==> src/design/i2cmbe_pkg.sv <==
// ----------------------------------------------------------------------------
// i2cmbe_pkg : shared types and constants of the I2C master bit engine
// Opcodes, command classes, sequencer phases and the words that pass
// between the front end, the command queue and the bit sequencer.
// ----------------------------------------------------------------------------
`timescale 1ns / 1ps

package i2cmbe_pkg;

   // field widths
   localparam int OP_WIDTH          = 3;
   localparam int BYTE_WIDTH        = 8;
   localparam int HALF_PERIOD_WIDTH = 16;
   localparam int POLL_LIMIT_WIDTH  = 8;
   localparam int CSR_INDEX_WIDTH   = 1;
   localparam int CSR_DATA_WIDTH    = 16;
   localparam int BIT_INDEX_WIDTH   = 4;

   // default width of the phase delay counter
   localparam int DELAY_COUNTER_WIDTH_DEF = 16;

   // reset values of the configuration registers
   localparam logic [HALF_PERIOD_WIDTH-1:0] HALF_PERIOD_RESET = 16'd5;
   localparam logic [POLL_LIMIT_WIDTH-1:0]  POLL_LIMIT_RESET  = 8'd10;

   // entries in the command queue
   localparam int QUEUE_DEPTH = 2;

   // register indexes
   localparam logic [CSR_INDEX_WIDTH-1:0] CSR_HALF_PERIOD    = 1'b0;
   localparam logic [CSR_INDEX_WIDTH-1:0] CSR_ACK_POLL_LIMIT = 1'b1;

   // opcodes
   localparam logic [OP_WIDTH-1:0] OP_TICK  = 3'd0;
   localparam logic [OP_WIDTH-1:0] OP_START = 3'd1;
   localparam logic [OP_WIDTH-1:0] OP_STOP  = 3'd2;
   localparam logic [OP_WIDTH-1:0] OP_WRITE = 3'd3;
   localparam logic [OP_WIDTH-1:0] OP_READ  = 3'd4;

   typedef enum logic [2:0] {
      KIND_TICK,
      KIND_START,
      KIND_STOP,
      KIND_WRITE,
      KIND_READ,
      KIND_NONE
   } kind_type;

   typedef enum logic [4:0] {
      PH_IDLE,
      PH_S1,
      PH_S2,
      PH_S3,
      PH_T1,
      PH_T2,
      PH_T3,
      PH_T4,
      PH_W_LOW,
      PH_W_DATA,
      PH_W_HIGH,
      PH_W_END,
      PH_A_REL,
      PH_A_HIGH,
      PH_A_END,
      PH_R_LOW,
      PH_R_HIGH,
      PH_K_LOW,
      PH_K_DATA,
      PH_K_HIGH,
      PH_K_END
   } phase_type;

   // classified command word held in the queue
   typedef struct packed {
      kind_type              kind;
      logic [BYTE_WIDTH-1:0] write_data;
      logic                  send_ack;
      logic                  sda_in;
   } cmd_type;

   // result word
   typedef struct packed {
      logic                  scl_level;
      logic                  sda_pull_low;
      logic                  busy;
      logic                  done;
      logic                  nack_seen;
      logic [BYTE_WIDTH-1:0] read_byte;
   } result_type;

endpackage

==> src/design/i2cmbe_front.sv <==
// ----------------------------------------------------------------------------
// i2cmbe_front : request front end
// Accepts request words and classifies the opcode into a command class.
// ----------------------------------------------------------------------------
`timescale 1ns / 1ps

module i2cmbe_front (
   input  logic                              req_valid,
   output logic                              req_stall,
   input  logic [i2cmbe_pkg::OP_WIDTH-1:0]   req_op,
   input  logic [i2cmbe_pkg::BYTE_WIDTH-1:0] req_write_data,
   input  logic                              req_send_ack,
   input  logic                              req_sda_in,
   input  logic                              queue_full,
   output logic                              push,
   output i2cmbe_pkg::cmd_type               push_word
);
   import i2cmbe_pkg::*;

   kind_type kind;

   always_comb begin
      case (req_op)
         OP_TICK:  kind = KIND_TICK;
         OP_START: kind = KIND_START;
         OP_STOP:  kind = KIND_STOP;
         OP_WRITE: kind = KIND_WRITE;
         OP_READ:  kind = KIND_READ;
         default:  kind = KIND_NONE;
      endcase
   end

   assign req_stall            = queue_full;
   assign push                 = req_valid & ~queue_full;
   assign push_word.kind       = kind;
   assign push_word.write_data = req_write_data;
   assign push_word.send_ack   = req_send_ack;
   assign push_word.sda_in     = req_sda_in;

endmodule

==> src/design/i2cmbe_queue.sv <==
// ----------------------------------------------------------------------------
// i2cmbe_queue : command queue
// Short first-in first-out store between the front end and the sequencer.
// ----------------------------------------------------------------------------
`timescale 1ns / 1ps

module i2cmbe_queue (
   input  logic                clock,
   input  logic                reset,
   input  logic                push,
   input  i2cmbe_pkg::cmd_type push_word,
   output logic                full,
   output logic                pop_valid,
   input  logic                pop,
   output i2cmbe_pkg::cmd_type pop_word
);
   import i2cmbe_pkg::*;

   localparam int PTR_WIDTH   = (QUEUE_DEPTH > 1) ? $clog2(QUEUE_DEPTH) : 1;
   localparam int COUNT_WIDTH = $clog2(QUEUE_DEPTH + 1);

   cmd_type                entry_ff [QUEUE_DEPTH];
   logic [PTR_WIDTH-1:0]   wr_ptr_ff, wr_ptr_in;
   logic [PTR_WIDTH-1:0]   rd_ptr_ff, rd_ptr_in;
   logic [COUNT_WIDTH-1:0] count_ff, count_in;
   logic                   do_pop;

   assign full      = (count_ff == COUNT_WIDTH'(QUEUE_DEPTH));
   assign pop_valid = (count_ff != '0);
   assign pop_word  = entry_ff[rd_ptr_ff];
   assign do_pop    = pop & pop_valid;

   always_comb begin
      wr_ptr_in = wr_ptr_ff;
      rd_ptr_in = rd_ptr_ff;
      count_in  = count_ff;
      if (push) begin
         wr_ptr_in = (wr_ptr_ff == PTR_WIDTH'(QUEUE_DEPTH - 1)) ? '0 : wr_ptr_ff + 1'b1;
      end
      if (do_pop) begin
         rd_ptr_in = (rd_ptr_ff == PTR_WIDTH'(QUEUE_DEPTH - 1)) ? '0 : rd_ptr_ff + 1'b1;
      end
      if (push && !do_pop) begin
         count_in = count_ff + 1'b1;
      end else if (!push && do_pop) begin
         count_in = count_ff - 1'b1;
      end
   end

   always_ff @(posedge clock) begin
      if (reset) begin
         wr_ptr_ff <= '0;
         rd_ptr_ff <= '0;
         count_ff  <= '0;
      end else begin
         wr_ptr_ff <= wr_ptr_in;
         rd_ptr_ff <= rd_ptr_in;
         count_ff  <= count_in;
      end
   end

   always_ff @(posedge clock) begin
      if (push) begin
         entry_ff[wr_ptr_ff] <= push_word;
      end
   end

endmodule

==> src/design/i2cmbe_engine.sv <==
// ----------------------------------------------------------------------------
// i2cmbe_engine : bit sequencer
// Runs the pin phase sequence one command word at a time and registers
// one result word per command word.
// ----------------------------------------------------------------------------
`timescale 1ns / 1ps

module i2cmbe_engine #(
   parameter int DELAY_COUNTER_WIDTH = i2cmbe_pkg::DELAY_COUNTER_WIDTH_DEF
) (
   input  logic                                     clock,
   input  logic                                     reset,
   input  logic [i2cmbe_pkg::HALF_PERIOD_WIDTH-1:0] half_period,
   input  logic [i2cmbe_pkg::POLL_LIMIT_WIDTH-1:0]  poll_limit,
   input  logic                                     cmd_valid,
   input  i2cmbe_pkg::cmd_type                      cmd_word,
   output logic                                     cmd_pop,
   output logic                                     rsp_valid,
   input  logic                                     rsp_stall,
   output i2cmbe_pkg::result_type                   rsp_word
);
   import i2cmbe_pkg::*;

   localparam int LOAD_WIDTH = (DELAY_COUNTER_WIDTH > HALF_PERIOD_WIDTH) ?
                               DELAY_COUNTER_WIDTH : HALF_PERIOD_WIDTH;

   phase_type                      phase_ff, phase_in;
   logic [DELAY_COUNTER_WIDTH-1:0] delay_ff, delay_in;
   logic [BIT_INDEX_WIDTH-1:0]     bit_ff, bit_in;
   logic [BYTE_WIDTH-1:0]          shift_ff, shift_in;
   logic [POLL_LIMIT_WIDTH-1:0]    poll_ff, poll_in;
   logic                           ack_ff, ack_in;
   logic                           nack_ff, nack_in;
   logic                           scl_ff, scl_in;
   logic                           sda_low_ff, sda_low_in;
   logic                           done_in;
   logic                           rsp_valid_ff;
   result_type                     rsp_ff;

   logic [LOAD_WIDTH-1:0]          hp_wide, cnt_max_wide;
   logic [DELAY_COUNTER_WIDTH-1:0] delay_load;
   logic [POLL_LIMIT_WIDTH-1:0]    limit_eff, poll_next;
   logic [BIT_INDEX_WIDTH-1:0]     bit_next;
   logic                           active, expire, start_cmd, poll_hit;

   // phase delay reload: zero acts as one, saturate to the counter range
   assign hp_wide      = (half_period == '0) ? LOAD_WIDTH'(1) : LOAD_WIDTH'(half_period);
   assign cnt_max_wide = LOAD_WIDTH'({DELAY_COUNTER_WIDTH{1'b1}});
   assign delay_load   = (hp_wide > cnt_max_wide) ? DELAY_COUNTER_WIDTH'(cnt_max_wide) :
                                                    DELAY_COUNTER_WIDTH'(hp_wide);
   assign limit_eff    = (poll_limit == '0) ? POLL_LIMIT_WIDTH'(1) : poll_limit;

   // take a word whenever the result register is free or draining
   assign cmd_pop   = cmd_valid & (~rsp_valid_ff | ~rsp_stall);
   assign active    = cmd_word.kind == KIND_TICK && phase_ff != PH_IDLE;
   assign expire    = active && delay_ff <= DELAY_COUNTER_WIDTH'(1);
   assign start_cmd = cmd_word.kind != KIND_TICK && phase_ff == PH_IDLE;
   assign bit_next  = bit_ff + 1'b1;
   assign poll_next = poll_ff + 1'b1;
   assign poll_hit  = poll_next >= limit_eff;

   // next phase
   always_comb begin
      phase_in = phase_ff;
      if (cmd_pop) begin
         if (expire) begin
            case (phase_ff)
               PH_S1:     phase_in = PH_S2;
               PH_S2:     phase_in = PH_S3;
               PH_T1:     phase_in = PH_T2;
               PH_T2:     phase_in = PH_T3;
               PH_T3:     phase_in = PH_T4;
               PH_W_LOW:  phase_in = PH_W_DATA;
               PH_W_DATA: phase_in = PH_W_HIGH;
               PH_W_HIGH: phase_in = (bit_next < BIT_INDEX_WIDTH'(8)) ? PH_W_LOW : PH_W_END;
               PH_W_END:  phase_in = PH_A_REL;
               PH_A_REL:  phase_in = PH_A_HIGH;
               PH_A_HIGH: phase_in = (!cmd_word.sda_in || poll_hit) ? PH_A_END : PH_A_HIGH;
               PH_R_LOW:  phase_in = PH_R_HIGH;
               PH_R_HIGH: phase_in = (bit_next < BIT_INDEX_WIDTH'(8)) ? PH_R_LOW : PH_K_LOW;
               PH_K_LOW:  phase_in = PH_K_DATA;
               PH_K_DATA: phase_in = PH_K_HIGH;
               PH_K_HIGH: phase_in = PH_K_END;
               default:   phase_in = PH_IDLE;
            endcase
         end else if (start_cmd) begin
            case (cmd_word.kind)
               KIND_START: phase_in = PH_S1;
               KIND_STOP:  phase_in = PH_T1;
               KIND_WRITE: phase_in = PH_W_LOW;
               KIND_READ:  phase_in = PH_R_LOW;
               default:    phase_in = phase_ff;
            endcase
         end
      end
   end

   // pins, counters and shift register
   always_comb begin
      delay_in   = delay_ff;
      bit_in     = bit_ff;
      shift_in   = shift_ff;
      poll_in    = poll_ff;
      ack_in     = ack_ff;
      nack_in    = nack_ff;
      scl_in     = scl_ff;
      sda_low_in = sda_low_ff;
      done_in    = 1'b0;
      if (cmd_pop) begin
         if (active && !expire) begin
            delay_in = delay_ff - 1'b1;
         end else if (expire) begin
            delay_in = delay_load;
            case (phase_ff)
               PH_S1:     sda_low_in = 1'b1;
               PH_S2:     scl_in = 1'b0;
               PH_T1:     scl_in = 1'b1;
               PH_T2:     sda_low_in = 1'b0;
               PH_T3:     scl_in = 1'b0;
               PH_W_LOW:  sda_low_in = ~shift_ff[3'(7) - bit_ff[2:0]];
               PH_W_DATA: scl_in = 1'b1;
               PH_W_HIGH: begin
                  bit_in = bit_next;
                  scl_in = 1'b0;
               end
               PH_W_END:  sda_low_in = 1'b0;
               PH_A_REL: begin
                  scl_in  = 1'b1;
                  poll_in = '0;
               end
               PH_A_HIGH: begin
                  if (!cmd_word.sda_in) begin
                     nack_in = 1'b0;
                     scl_in  = 1'b0;
                  end else begin
                     poll_in = poll_next;
                     if (poll_hit) begin
                        nack_in = 1'b1;
                        scl_in  = 1'b0;
                     end
                  end
               end
               PH_R_LOW:  scl_in = 1'b1;
               PH_R_HIGH: begin
                  shift_in = {shift_ff[BYTE_WIDTH-2:0], cmd_word.sda_in};
                  bit_in   = bit_next;
                  scl_in   = 1'b0;
               end
               PH_K_LOW:  sda_low_in = ack_ff;
               PH_K_DATA: scl_in = 1'b1;
               PH_K_HIGH: scl_in = 1'b0;
               default: begin
                  delay_in = '0;
                  done_in  = 1'b1;
               end
            endcase
         end else if (start_cmd) begin
            case (cmd_word.kind)
               KIND_START: begin
                  delay_in   = delay_load;
                  scl_in     = 1'b1;
                  sda_low_in = 1'b0;
               end
               KIND_STOP: begin
                  delay_in   = delay_load;
                  sda_low_in = 1'b1;
               end
               KIND_WRITE: begin
                  delay_in = delay_load;
                  shift_in = cmd_word.write_data;
                  bit_in   = '0;
                  nack_in  = 1'b0;
                  scl_in   = 1'b0;
               end
               KIND_READ: begin
                  delay_in   = delay_load;
                  shift_in   = '0;
                  bit_in     = '0;
                  ack_in     = cmd_word.send_ack;
                  scl_in     = 1'b0;
                  sda_low_in = 1'b0;
               end
               default: delay_in = delay_ff;
            endcase
         end
      end
   end

   always_ff @(posedge clock) begin
      if (reset) begin
         phase_ff     <= PH_IDLE;
         delay_ff     <= '0;
         bit_ff       <= '0;
         shift_ff     <= '0;
         poll_ff      <= '0;
         ack_ff       <= 1'b0;
         nack_ff      <= 1'b0;
         scl_ff       <= 1'b0;
         sda_low_ff   <= 1'b1;
         rsp_valid_ff <= 1'b0;
      end else begin
         phase_ff   <= phase_in;
         delay_ff   <= delay_in;
         bit_ff     <= bit_in;
         shift_ff   <= shift_in;
         poll_ff    <= poll_in;
         ack_ff     <= ack_in;
         nack_ff    <= nack_in;
         scl_ff     <= scl_in;
         sda_low_ff <= sda_low_in;
         if (cmd_pop) begin
            rsp_valid_ff <= 1'b1;
         end else if (!rsp_stall) begin
            rsp_valid_ff <= 1'b0;
         end
      end
   end

   // result register, loaded with the state after this word
   always_ff @(posedge clock) begin
      if (cmd_pop) begin
         rsp_ff.scl_level    <= scl_in;
         rsp_ff.sda_pull_low <= sda_low_in;
         rsp_ff.busy         <= (phase_in != PH_IDLE);
         rsp_ff.done         <= done_in;
         rsp_ff.nack_seen    <= nack_in;
         rsp_ff.read_byte    <= shift_in;
      end
   end

   assign rsp_valid = rsp_valid_ff;
   assign rsp_word  = rsp_ff;

endmodule

==> src/design/i2c_master_bit_engine.sv <==
// An accepted request word is written into the command queue; its result word is then registered by the bit sequencer.
// Throughput: one word per cycle while the result side does not stall; the bit sequencer advances at most one pin
// phase per word and the two-entry command queue absorbs a stalled result side.
// Reset (synchronous, active high): sequencer idle, SCL low, SDA pulled low,
// queue and result register empty, half period 5, acknowledge poll limit 10.
// ----------------------------------------------------------------------------
// i2c_master_bit_engine : I2C master bit engine, top level
// Holds the configuration registers and ties the request front end, the
// command queue and the bit sequencer together.
// ----------------------------------------------------------------------------
`timescale 1ns / 1ps

module i2c_master_bit_engine #(
   parameter int DELAY_COUNTER_WIDTH = i2cmbe_pkg::DELAY_COUNTER_WIDTH_DEF
) (
   input  logic                                   clock,
   input  logic                                   reset,
   // configuration write port
   input  logic                                   csr_write_enable,
   input  logic [i2cmbe_pkg::CSR_INDEX_WIDTH-1:0] csr_index,
   input  logic [i2cmbe_pkg::CSR_DATA_WIDTH-1:0]  csr_write_data,
   // request channel
   input  logic                                   req_valid,
   output logic                                   req_stall,
   input  logic [i2cmbe_pkg::OP_WIDTH-1:0]        req_op,
   input  logic [i2cmbe_pkg::BYTE_WIDTH-1:0]      req_write_data,
   input  logic                                   req_send_ack,
   input  logic                                   req_sda_in,
   // result channel
   output logic                                   rsp_valid,
   input  logic                                   rsp_stall,
   output logic                                   rsp_scl_level,
   output logic                                   rsp_sda_pull_low,
   output logic                                   rsp_busy_res,
   output logic                                   rsp_done_res,
   output logic                                   rsp_nack_seen,
   output logic [i2cmbe_pkg::BYTE_WIDTH-1:0]      rsp_read_byte
);
   import i2cmbe_pkg::*;

   logic [HALF_PERIOD_WIDTH-1:0] half_period_ff;
   logic [POLL_LIMIT_WIDTH-1:0]  poll_limit_ff;

   logic       push, queue_full, cmd_valid, cmd_pop;
   cmd_type    push_word, cmd_word;
   result_type rsp_word;

   // configuration registers; written by the user only while the engine is idle, not enforced by the block
   always_ff @(posedge clock) begin
      if (reset) begin
         half_period_ff <= HALF_PERIOD_RESET;
         poll_limit_ff  <= POLL_LIMIT_RESET;
      end else if (csr_write_enable) begin
         case (csr_index)
            CSR_HALF_PERIOD:    half_period_ff <= csr_write_data[HALF_PERIOD_WIDTH-1:0];
            CSR_ACK_POLL_LIMIT: poll_limit_ff  <= csr_write_data[POLL_LIMIT_WIDTH-1:0];
            default: begin
               half_period_ff <= half_period_ff;
            end
         endcase
      end
   end

   // accept and classify request words
   i2cmbe_front u_front (
      .req_valid      (req_valid),
      .req_stall      (req_stall),
      .req_op         (req_op),
      .req_write_data (req_write_data),
      .req_send_ack   (req_send_ack),
      .req_sda_in     (req_sda_in),
      .queue_full     (queue_full),
      .push           (push),
      .push_word      (push_word)
   );

   // decouple the front end from the sequencer
   i2cmbe_queue u_queue (
      .clock     (clock),
      .reset     (reset),
      .push      (push),
      .push_word (push_word),
      .full      (queue_full),
      .pop_valid (cmd_valid),
      .pop       (cmd_pop),
      .pop_word  (cmd_word)
   );

   // run the pin phases and register the result word
   i2cmbe_engine #(
      .DELAY_COUNTER_WIDTH (DELAY_COUNTER_WIDTH)
   ) u_engine (
      .clock       (clock),
      .reset       (reset),
      .half_period (half_period_ff),
      .poll_limit  (poll_limit_ff),
      .cmd_valid   (cmd_valid),
      .cmd_word    (cmd_word),
      .cmd_pop     (cmd_pop),
      .rsp_valid   (rsp_valid),
      .rsp_stall   (rsp_stall),
      .rsp_word    (rsp_word)
   );

   assign rsp_scl_level    = rsp_word.scl_level;
   assign rsp_sda_pull_low = rsp_word.sda_pull_low;
   assign rsp_busy_res     = rsp_word.busy;
   assign rsp_done_res     = rsp_word.done;
   assign rsp_nack_seen    = rsp_word.nack_seen;
   assign rsp_read_byte    = rsp_word.read_byte;

endmodule

==> config.mk <==
export PLATFORM = sky130hd
export DESIGN_NAME = i2c_master_bit_engine
export DESIGN_NICKNAME = d
export VERILOG_FILES = /design/src/design/i2cmbe_pkg.sv /design/src/design/i2cmbe_front.sv /design/src/design/i2cmbe_queue.sv /design/src/design/i2cmbe_engine.sv /design/src/design/i2c_master_bit_engine.sv
export SDC_FILE = /design/constraint.sdc
export NUM_CORES = 1
export LEC_CHECK = 0
export ABC_AREA = 1
export BUFFER_PORTS_ARGS = -buffer_cell sky130_fd_sc_hd__buf_2
export CAP_MARGIN = 5
export CORE_MARGIN = 8
export CORE_UTILIZATION = 40
export DETAILED_ROUTE_END_ITERATION = 7
export SYNTH_ARGS = -nofsm -noshare
export SYNTH_HDL_FRONTEND = slang
export SYNTH_SLANG_ARGS = --single-unit
==> constraint.sdc <==
create_clock -name clock -period 2.2 [get_ports clock]
set_input_delay 0.44 -clock clock [delete_from_list [all_inputs] [get_ports clock]]
set_output_delay 0.44 -clock clock [all_outputs]
set_load 0.05 [all_outputs]
# Word-level counts from Yosys, hierarchy flattened
# Memories as Yosys holds them, arrays and structs flattened. A register that Yosys moved wholly into a read port is not among the register bits.
# Index checks and enable logic that the tools add are counted.
# word_totals
mem_count	1
ram_bits	26
regBits	87
# op_classes
n_mux	64
order_cmp	5
add_sub_neg	8
n_bitwise	11
n_eq_ne	28
n_reduce_logical	41
# mem_list
name	words	width	rd	rd_clocked_by_memory_dff	wr	line	source
u_queue.entry_ff	2	13	1	1	1	i2cmbe_queue.sv:22	cmd_type entry_ff [QUEUE_DEPTH];
# ops
op	n
16-bit 2-to-1 mux	7
5-bit one-hot mux with 16 select lines	1
8-bit 2-to-1 mux	7
5-bit by 4-bit == test with 1-bit output, second input constant	7
8-bit one-hot mux with 2 select lines	2
1-bit 2-to-1 mux	28
5-bit == test, second input constant	4
5-bit 2-to-1 mux	4
5-bit one-hot mux with 4 select lines	1
16-bit greater-than comparator, second input constant	1
16-bit by 1-bit <= comparator with 1-bit output, second input constant	1
16-bit logical NOT	1
4-bit 2-to-1 mux	4
16-bit OR reduction	1
16-bit by 1-bit subtractor with 16-bit output, second input constant	1
5-bit by 3-bit == test with 1-bit output, second input constant	3
3-bit one-hot mux with 5 select lines	1
5-bit AND reduction	3
3-bit by 2-bit == test with 1-bit output, second input constant	4
2-bit nonzero test	5
5-bit nonzero test	2
2-bit OR reduction	5
5-bit OR reduction	2
3-bit nonzero test	3
33 further kinds	59

# Longest topological paths before layout
# Gate-level depths: netlist (run 1).
# logic_depth
ltp_word	9
ltp_mapped	16
ltp_nobuf	16

# Cells and area by module
# A second synthesis (run 1) with hierarchy kept.
# hier_totals
hier_cells	877
hier_area_um2	6496.2
# modules_own_cells
mod	area_each_um2	seq_area_each_um2	instances	cells_each
i2cmbe_engine	4211.5	1311.3	1	646
i2cmbe_queue	1207.4	880.8	1	75
i2c_master_bit_engine	964.7	480.5	1	137
i2cmbe_front	112.6	0.0	1	19

# Worst setup path after synthesis (run 1)
# Ideal clock, no wire load.
# synth_path
path_kind	register to register
from	reg with a tool-made name
to	reg u_engine.rsp_ff, in the netlist u_engine.rsp_word[10], data pin
required_ps	1934
slack_ps	-29
arrival_time_ps	1963
setup_ps	266
period_less_slack_ps	2229
path_stages_with_launch	15
path_cell_list	dfxtp_1 -> inv_2 -> nand2_1 -> nand2_2 -> inv_2 -> nand3_2 -> inv_1 -> ha_1 -> clkbuf_1 -> nand3_2 -> buf_6 -> a21oi_1 -> nand3_1 -> a21oi_1 -> nand4_1
# synth_lines
element	line	source
end, declared	i2cmbe_engine.sv:38	result_type rsp_ff;

# Worst setup path after layout (run 1)
# layout_path
from	reg u_engine.poll_ff[1]
to	reg u_engine.rsp_ff, in the netlist u_engine.rsp_word[10], data pin
# layout_between
elab_chain_len	8
# layout_lines
element	line	source
start, declared	i2cmbe_engine.sv:31	logic [POLL_LIMIT_WIDTH-1:0] poll_ff, poll_in;
start signal, assigned	i2cmbe_engine.sv:206	poll_ff <= poll_in;
8-bit by 1-bit adder with 8-bit output	i2cmbe_engine.sv:59	assign poll_next = poll_ff + 1'b1;
8-bit greater-or-equal comparator	i2cmbe_engine.sv:60	assign poll_hit = poll_next >= limit_eff;
1-bit logical OR	i2cmbe_engine.sv:78	PH_A_HIGH: phase_in = (!cmd_word.sda_in || poll_hit) ? PH_A_END : PH_A_HIGH;
2-bit 2-to-1 mux	i2cmbe_engine.sv:78	
5-bit one-hot mux with 16 select lines	i2cmbe_engine.sv:67	case (phase_ff)
5-bit 2-to-1 mux	i2cmbe_engine.sv:66	if (expire) begin
5-bit 2-to-1 mux	i2cmbe_engine.sv:65	if (cmd_pop) begin
5-bit nonzero test	i2cmbe_engine.sv:224	rsp_ff.busy <= (phase_in != PH_IDLE);
# Every way passes these cells.
# A chain may end at the register's enable or synchronous reset.

==> results of run 1 <==
-- stage by stage --
| step | hold WS, ns | cell area (um2) |
|---|---|---|
| finish | 0.2064 | 7705 |
| global route | 0.1995 | 7705 |
| CTS | 0.1967 | 7550 |
| detailed placement | 0.4404 | 6893 |
| global placement | 0.4386 | 6893 |
| floorplan | 0.4256 | 6033 |
-- cell families (layout without fill, tap and decap cells) --
family / after synthesis / after routing
AND/OR/NAND/NOR: 392 / 392
AO/OA/AOI/OAI: 156 / 156
flip-flops: 114 / 114
buffers and inverters: 108 / 235
XOR/XNOR: 17 / 17
adder cells (fa/ha/maj): 15 / 15
-- routing by layer --
layer | up-vias | GRT usage
li1 | 2895 | -
met5 | - | 0
met3 | 26 | 0.04131
met4 | 0 | 0.07106
met1 | 2551 | 0.2205
met2 | 108 | 0.2550
-- synth_stat cells, types with 7 or more instances --
cell type / n
sky130_fd_sc_hd__nor2_1: 100
sky130_fd_sc_hd__nand4_1: 8
sky130_fd_sc_hd__xor2_1: 9
sky130_fd_sc_hd__inv_2: 11
sky130_fd_sc_hd__clkbuf_1: 16
sky130_fd_sc_hd__a21oi_1: 72
sky130_fd_sc_hd__o21ai_0: 47
sky130_fd_sc_hd__nor3_1: 7
sky130_fd_sc_hd__edfxtp_1: 39
sky130_fd_sc_hd__nand2_2: 7
sky130_fd_sc_hd__dfxtp_1: 75
sky130_fd_sc_hd__ha_1: 15
sky130_fd_sc_hd__nand3_1: 61
sky130_fd_sc_hd__nand2_1: 188
sky130_fd_sc_hd__xnor2_1: 8
sky130_fd_sc_hd__inv_1: 71
-- worst max-delay path: cells and delay by family, from the launching register on --
family	cells	cell delay (ns)
AOI/OAI and AO/OA	2	0.31
xor gates and xnor gates	1	0.16
adders and majority gates	1	0.31
DFF	1	0.34
and+or+nand+nor	10	0.94
-- worst min-delay path by stage --
stage,startpoint,endpoint,slack [ns],depth (start not counted)
after detailed placement,u_queue.rd_ptr_ff$_SDFFE_PP0P_,flop,0.44,1
after global placement,u_queue.rd_ptr_ff$_SDFFE_PP0P_,u_queue.rd_ptr_ff$_SDFFE_PP0P_,0.44,1
final,req_write_data[4],u_queue.entry_ff[0][6]$_DFFE_PP_,0.21,1
after CTS,req_send_ack,u_queue.entry_ff[1][1]$_DFFE_PP_,0.20,1
after global routing,req_write_data[4],u_queue.entry_ff[0][6]$_DFFE_PP_,0.20,1
after floorplan,u_queue.rd_ptr_ff$_SDFFE_PP0P_,flop,0.43,1
-- flip-flops by register name (all words and copies together), names as in the netlist, named ones only --
register             flops
u_engine.nack_ff         1
u_engine.scl_ff          1
u_engine.bit_ff          4
u_queue.count_ff         2
u_engine.poll_ff         8
u_engine.ack_ff          1
u_queue.rd_ptr_ff        1
u_engine.rsp_word       13
poll_limit_ff            8
u_engine.phase_ff        5
u_engine.rsp_valid       1
u_queue.entry_ff        26
u_engine.shift_ff        8
u_queue.wr_ptr_ff        1
u_engine.sda_low_ff      1
u_engine.delay_ff       16
half_period_ff          16
-- area by class of cell --
type | instances | share of cell area
inverter | 82 | 0.03995
multi-input combinational | 580 | 0.3985
clock inverter | 12 | 0.02111
sequential | 114 | 0.3478
clock buffer | 20 | 0.05797
timing repair buffer | 121 | 0.1041
tap | 188 | 0.03053
-- what timing repair did --
action	in CTS	in global routing
pin swaps	6	8
endpoints found under the setup margin	3	46
setup buffers	5	1
hold buffers	0	0
resized for setup	4	30
-- where the power goes --
group          total (mW)  switching (mW)  internal (mW)  leakage, nW
clock                2.89           0.984           1.90        0.296
combinational        4.31            2.78           1.53         2.22
sequential           2.83           0.197           2.63        0.984
==> impl.org, run 1 <==
** CTS
- In this run the deepest clock path goes through 2 buffers.
- In this run the clock root is driven by a sky130_fd_sc_hd__clkbuf_16.
- The tree built by TritonCTS fans out to 114 sinks.
- Clock Pin Slew Worst Setup and Hold Paths :: 0.05 ns
- The H-tree was split into 4 levels.
- Clock tree from TritonCTS :: yes
- Clock tree synthesis inserted a total of 17 buffers.
- Clock Latency Late Sink :: 0.42 ns

** Place
- In this run, placement finished with an instance count of 1079.
- In this run the tool buffered the top-level ports with 49 buffer cells.
- Post-placement setup slack :: -0.1205 ns
- Detailed placement finished with a half-perimeter wire length of 11440 um.
- GP Congestion :: 0.8999

** Timing
- Smallest setup slack after layout :: -0.1273 ns
- Setup total negative slack on the finished layout was measured at -0.2430 ns.
- Setup repair after global routing missed its margin :: yes
- Dividing the final minimum period by the clock period gives 1.058.
- Slew Limit Headroom :: 0.5882
- Highest clock rate :: 429.7 MHz
- Worst setup skew after layout :: between 0.007 and 0.008 ns
- At the pin with the least slew margin, the transition time is 0.6170 ns.
- Fin. Hold Viols :: 0
- Setup violations remaining at the end of the flow were counted as 2.
- After layout, the minimum clock period comes to 2.327 ns.
- The number of pins with negative max-slew slack in the final report is 0.

** Pwr
- Pwr Density :: roughly 1300 mW/mm2
- Total power for the finished layout comes to about 10 mW.
- Leakage power :: roughly 3.5 nW
- Worst VDD drop :: 689.1 uV

** Yosys
- Mux share of post-synthesis cell area :: 0
- Syn_nets :: 852
- The share of the Yosys chip area taken by registers is 0.4432.
- Post-synthesis cell count :: 802
- Dominant combinational cell family by area after synthesis :: simple AND/OR/NAND/NOR gates
- After synthesis the netlist holds a flip-flop and latch count of between 100 and 150.
- Parity-gate share of the synthesized area counting xor and xnor cells :: 0.02469
- Synthesized-area fraction occupied by and/or/nand/nor cells :: 0.2824
- Biggest area consumer among synthesized cells :: sky130_fd_sc_hd__dfxtp_1
- Number of distinct standard cells referenced by the synthesized netlist :: 41
- Cell types with the largest area share after synthesis :: sky130_fd_sc_hd__dfxtp_1, sky130_fd_sc_hd__edfxtp_1, sky130_fd_sc_hd__nand2_1
- Counting flops with an async set or reset pin after synthesis yields a share of 0.
- Yosys printed 0 warnings.
- Proportion of netlist area held by the largest area contributor :: 0.2490
- The compound-gate portion of the synthesized area was 0.1463.
- Post-synthesis adder-cell area fraction :: 0.03113
- Each instance of the synthesized netlist takes up on average 7.518 um2.
- In the synthesized netlist the dominant register cell turns out to be sky130_fd_sc_hd__dfxtp_1.
- Number of enable-type register cells in the synthesized netlist :: 39
- Netlist Area Pre-Place :: ~0.006 mm2

** Route
- Post-detailed-routing wire length :: 15600 um
- After detailed routing, the met2 layer carries 6967 um of wire.
- Total DRC errors in the routed layout :: 0
- Iteration-0 DRC Markers :: 415
- Final ANT Viol Nets :: 0
- Met1 wire length :: 7648 um
- WL per Instance :: 13.97 um
- After detailed routing, the met3 layer carries approximately 660 um of wire.
- Highest routed metal layer :: met4
- Total via count after detailed routing :: 5580
- The pre-antenna-repair detailed-routing pass consisted of 5 iterations.
- Post-DR vias/cell :: 4.996

** Worst setup path
- In this run the worst path has a maximum fanout of 3.
- Cell breakdown of the critical path :: nand3_2 > nand3b_1 > nand3b_1 > xnor2_2 > ha_1 > a21oi_2 > o21a_1 > nand3_1 > nand2_1 > nand2_1 > nand2_1 > nand2_1 > nand2_2 > nand4_1
- R2r startpoint :: u_engine.poll_ff[1]$_SDFFE_PP0P_
- STA classifies the critical path startpoint as a flop.
- Number of cells on the worst reg-to-reg path :: 14
- On the critical path, the stage with the largest delay is an instance of sky130_fd_sc_hd__dfxtp_2.
- Worst r2r dst :: u_engine.rsp_word[10]$_DFFE_PP_
- Data arrives at the worst endpoint at 2.48 ns.
- The most numerous cell type found on the critical path is sky130_fd_sc_hd__nand2_1.
- R2R Setup Slk :: -0.13 ns
- The largest single stage delay on the critical path is about 0.34 ns.
- Critical path capture point type :: flop
- The critical path starts at u_engine.poll_ff[1]$_SDFFE_PP0P_.
- Data required time at the worst endpoint :: 2.35 ns
- Start-to-end type of the worst setup path :: reg2reg
- Critical path endpoint :: u_engine.rsp_word[10]$_DFFE_PP_

** Cells and area
- Most common library cell in the layout ignoring fill and taps :: sky130_fd_sc_hd__nand2_1
- The library cells used most frequently in the layout, excluding fill and tap cells, are sky130_fd_sc_hd__nand2_1, sky130_fd_sc_hd__nor2_1, sky130_fd_sc_hd__inv_1, sky130_fd_sc_hd__dfxtp_1, sky130_fd_sc_hd__buf_4.
- Final standard cell count with taps included and fillers excluded :: approximately 1100
- After filler insertion, the fill cell instance count of the layout stands at between 1000 and 1500.
- The repair_antennas step left the layout with diodes totalling 0.
- Once layout is complete, the utilization of the core stands at 0.5145.
- Multi-input combinational cell area :: 0.003070 mm2
- In the final design database the tool counted 966 nets.
- Footprint of the flip-flops and latches :: 0.002680 mm2
- Compared with the post-synthesis result, the final layout area differs by 27.79%.
- In the final layout, the share of cells above drive strength 1 is 0.2314.

** Global route
- Global routing finished with a remaining overflow of 0.
- Number of antenna violations at the first check in global routing :: 0
- Largest net degree at the start of global routing :: 43
- The first global-routing pass estimated 26340 um of wire.
- For this run, the total global-route usage over all layers was measured as 0.1671.
- The via count of the first global-routing pass is 5403.

** Run status
- Violations in the final reports :: negative setup slack
- The flow ran to the end, but the final reports show violations.

** Floorplan
- Initial standard-cell utilization of the core :: 0.4026
- Area of the die :: 0.01926 mm2
- The die is 138.8 um wide.
- Std cell rows :: 45
- Height of the die :: 138.8 um
- The core region is 0.01498 mm2.
- 50 I/O pins were placed.

** Worst hold path
- The worst hold path belongs to the class in2reg.

** Run
- The tool flagged a number of max-cap violations equal to 0.
Power figures use the tool's default switching activity.
==> run 2: changes to the inputs <==
--- a/config.mk
+++ b/config.mk
@@ -9,7 +9,7 @@
 export BUFFER_PORTS_ARGS = -buffer_cell sky130_fd_sc_hd__buf_2
 export CAP_MARGIN = 5
 export CORE_MARGIN = 8
-export CORE_UTILIZATION = 40
+export CORE_UTILIZATION = 25
 export DETAILED_ROUTE_END_ITERATION = 7
 export SYNTH_ARGS = -nofsm -noshare
 export SYNTH_HDL_FRONTEND = slang
==> constraint.sdc (replaced) <==
create_clock -name clock -period 2.2 [get_ports clock]
set_input_delay 0.33 -clock clock [delete_from_list [all_inputs] [get_ports clock]]
set_output_delay 0.33 -clock clock [all_outputs]
set_load 0.05 [all_outputs]
==> run 2 against run 1 <==
  * The flow still finishes with violations (negative setup slack)
  * Core utilization fell by 19 points
  * Global-route usage shrank 5.4 points
  * Register-to-register slack improved by 0.03 ns
  * Critical endpoint unchanged
  * Sequential power barely moved
  * Design area increased by 1.0%
==> impl.org, run 2 (same netlist as run 1, synthesis figures left out) <==
** Global route
- GRT overflow :: 0
- Number of global-route vias before repair :: 5490
- Global-route wire length before repair :: 26380 um
- GRT Resource Usage Total :: 0.1128
- Entering global routing, the biggest net connects 43 pins.
- The initial antenna violation count was 0.

** CTS
- H-tree levels :: 4
- The cell sitting at the root of the clock tree is a sky130_fd_sc_hd__clkbuf_16.
- TritonCTS built the clock tree.
- Clock Pin Slew Worst Setup and Hold Paths :: around 0.050 ns
- Total clock buffers created by CTS :: 17
- Clock Latency Late Sink :: 0.41 ns
- Buffers inserted to repair hold after CTS numbered 0.
- Clock tree synthesis found a total of 114 sinks.
- In this run the deepest clock path goes through 2 buffers.

** Cells and area
- Number of flip-flops under the largest register name :: 26
- Fin area :: around 0.008 mm2
- Highest-count cells in the layout ignoring fill and taps :: sky130_fd_sc_hd__nand2_1, sky130_fd_sc_hd__nor2_1, sky130_fd_sc_hd__dfxtp_1
- Relative area change from synthesis to final layout :: 29.09%
- Leaving out fill and tap cells, the most frequent cell in the layout is sky130_fd_sc_hd__nand2_1.
- Share of post-route cells with drive strength above 1 :: 0.2151
- More flip-flops sit in one register than any other, and that register is u_queue.entry_ff.
- Largest regs :: u_queue.entry_ff (26), half_period_ff (16), u_engine.delay_ff (16)
- Diode insertion count for antenna repair :: 0
- The net count of the finished layout is 953.

** Place
- Half-perimeter wire length after detailed placement :: 11960 um
- Routability-driven placement finished with a final weighted congestion of 0.8983.
- Input and output buffers added on the ports amount to between 40 and 50.
- The placed instances occupy a cell area of ~0.0070 mm2.

** Floorplan
- Core ar. :: 0.02403 mm2
- 50 I/O pins were placed.
- Width of the die :: 171.3 um
- Area of the die :: 0.02934 mm2
- In this run the vertical extent of the chip is around 170 um.
- Std cell rows :: 57
- For this configuration, the core starts out at a cell density of 0.2509.

** Route
- The detailed router finished its first iteration with 421 violations.
- The routed layout has 5558 vias.
- The final layout contains routed wiring with a total length of 16010 um.
- The routed design uses 7961 um of met2 wire.
- For this run, design rule violations remaining after detail routing come to 0.
- After detailed routing, the met3 layer carries between 300 and 400 um of wire.
- After detailed routing, the wire length on met1 is 7360 um.
- The pre-antenna-repair detailed-routing pass consisted of 4 iterations.
- WL per Instance :: 12.91 um
- The detail route stage leaves a number of antenna-violating nets equal to 0.
- In the routed layout, each cell is associated on average with a via count of between 4 and 5.
- Highest routed metal layer :: met4

** Timing
- Final Slew Violations :: 0
- Highest clock rate :: 434.8 MHz
- Worst setup skew after layout :: 0.008860 ns
- Min cycle time layout :: 2.300 ns
- Worst Max-Slew Pin Slew :: approximately 1.2 ns
- Setup repair after global routing could not meet its margin everywhere.
- After layout, the worst setup slack is -0.09975 ns.
- In the finished design, the share of the clock period the worst path needs comes to 1.045.
- In the final timing run, aggregate negative setup slack is -0.1071 ns.
- Final Hold Slack :: ~0.11 ns
- Fin. Hold Viols :: 0
- # setup viols final :: 2
- Slew Limit Headroom :: 0.2154

** Worst setup path
- The signal on the critical path passes through nand3_2 > nand3b_1 > nand3b_1 > xnor2_2 > ha_1 > a21oi_1 > o21a_1 > nand3_1 > nand2_1 > nand2_1 > nand2_1 > nand2_1 > nand2_1 > nand4_1.
- The worst register-to-register path has a depth of 14.
- Of all nets on the critical path, the largest fanout is 3.
- Most prevalent standard cell on the critical path :: sky130_fd_sc_hd__nand2_1
- Arrival time reported for the critical path endpoint :: 2.44 ns
- R2r startpoint :: u_engine.poll_ff[1]$_SDFFE_PP0P_
- Start-to-end type of the worst setup path :: reg2reg
- CP delay by family, top :: simple AND/OR/NAND/NOR gates
- For flop-to-flop paths, the worst setup slack is -0.1 ns.
- Counting both buffers and inverters, the worst setup path holds a total of 0.
- CP Depth :: 14
- Element type at the critical path start :: flop
- Data required time at the worst endpoint :: around 2.3 ns
- STA classifies the critical path endpoint as a flop.
- Worst r2r dst :: u_engine.rsp_word[10]$_DFFE_PP_
- The largest single stage delay on the critical path is 0.35 ns.
- The slowest stage of the critical path is the sky130_fd_sc_hd__dfxtp_2 cell.

** Run status
- Violations in the final reports :: negative setup slack
- The run finished, with violations left.

** Pwr
- The analysis attributes to cell leakage a power of 3.441 nW.
- Of the total power, combinational logic draws 0.409.
- Sw Share :: 0.3901
- Of the total power, registers draw 0.282.
- Summed over all nets, the switching power comes to 3.942 mW.
- The completed layout was analyzed and its total power is 10.11 mW.
- Cell internal power was estimated by the tool at 6.164 mW.
- Clock power frac :: 0.308
- IR analysis of the VDD net gives a maximum drop of between 500 and 600 uV.
- Pwr Density :: 1298 mW/mm2

** Run
- The tool flagged a number of max-cap violations equal to 0.

** Worst hold path
- The path class of the tightest hold or removal check is in2reg.
- Along the worst hold path, the cell count comes to 1.
- Startpoint of the lowest-slack hold path :: req_write_data[3]
- Endpoint, Worst Hold :: u_queue.entry_ff[1][5]$_DFFE_PP_
run 2: how the worst max path moves through the flow:
| stage | from | end | slack, ns |
|---|---|---|---|
| detailed placement | u_engine.poll_ff[1]$_SDFFE_PP0P_ | u_engine.rsp_word[10]$_DFFE_PP_ | -0.16 |
| global route | u_engine.poll_ff[1]$_SDFFE_PP0P_ | u_engine.rsp_word[10]$_DFFE_PP_ | -0.25 |
| CTS | u_engine.poll_ff[1]$_SDFFE_PP0P_ | u_engine.rsp_word[10]$_DFFE_PP_ | -0.09 |
| floorplan | u_engine.poll_ff[2]$_SDFFE_PP0P_ | u_engine.rsp_word[10]$_DFFE_PP_ | 0.02 |
| global placement | u_engine.poll_ff[1]$_SDFFE_PP0P_ | u_engine.rsp_word[10]$_DFFE_PP_ | -0.09 |
| finish | u_engine.poll_ff[1]$_SDFFE_PP0P_ | u_engine.rsp_word[10]$_DFFE_PP_ | -0.1 |
run 2: power by group through the flow:
stage / Sequential (mW) / Combinational (mW) / Clock, mW
after floorplan: 3.30 / 2.40 / 0
after global routing: 2.89 / 4.60 / 3.27
after global placement: 2.88 / 3.95 / 0
final: 2.85 / 4.14 / 3.12
after CTS: 2.85 / 4.03 / 3.18
after detailed placement: 2.89 / 3.98 / 0
run 2: repair_timing:
item | CTS | global route
resized for setup | 7 | 16
pin swaps | 5 | 8
hold endpoints to repair | 0 | 0
endpoints found under the setup margin | 11 | 52
buffers inserted | 1 | 3
run 2: final cells by class:
class	count	area, um2
clock buffers	19	432.9
multi-input cells	580	3014
clock inverters	13	232.7
well taps	324	405.4
flip-flops and latches	114	2678
repair buffers	108	713.2
fillers	2585	16250
inverters	82	307.8
run 2: metrics by stage:
stage	util	setup slack (ns)	cells
4_1_cts	0.3203	-0.08775	1237
2_1_floorplan	-	0.02192	802
6_report	0.3239	-0.09975	1240
3_5_place_dp	0.2910	-0.1643	1204
3_3_place_gp	0.2910	-0.09374	1204
5_1_grt	0.3239	-0.2549	1240
run 2: layer usage:
metal / global-route usage / vias to the layer above
li1: - / 2872
met1: 0.1309 / 2577
met2: 0.1990 / 92
met3: 0.02364 / 17
met4: 0.04726 / 0
met5: 0 / -
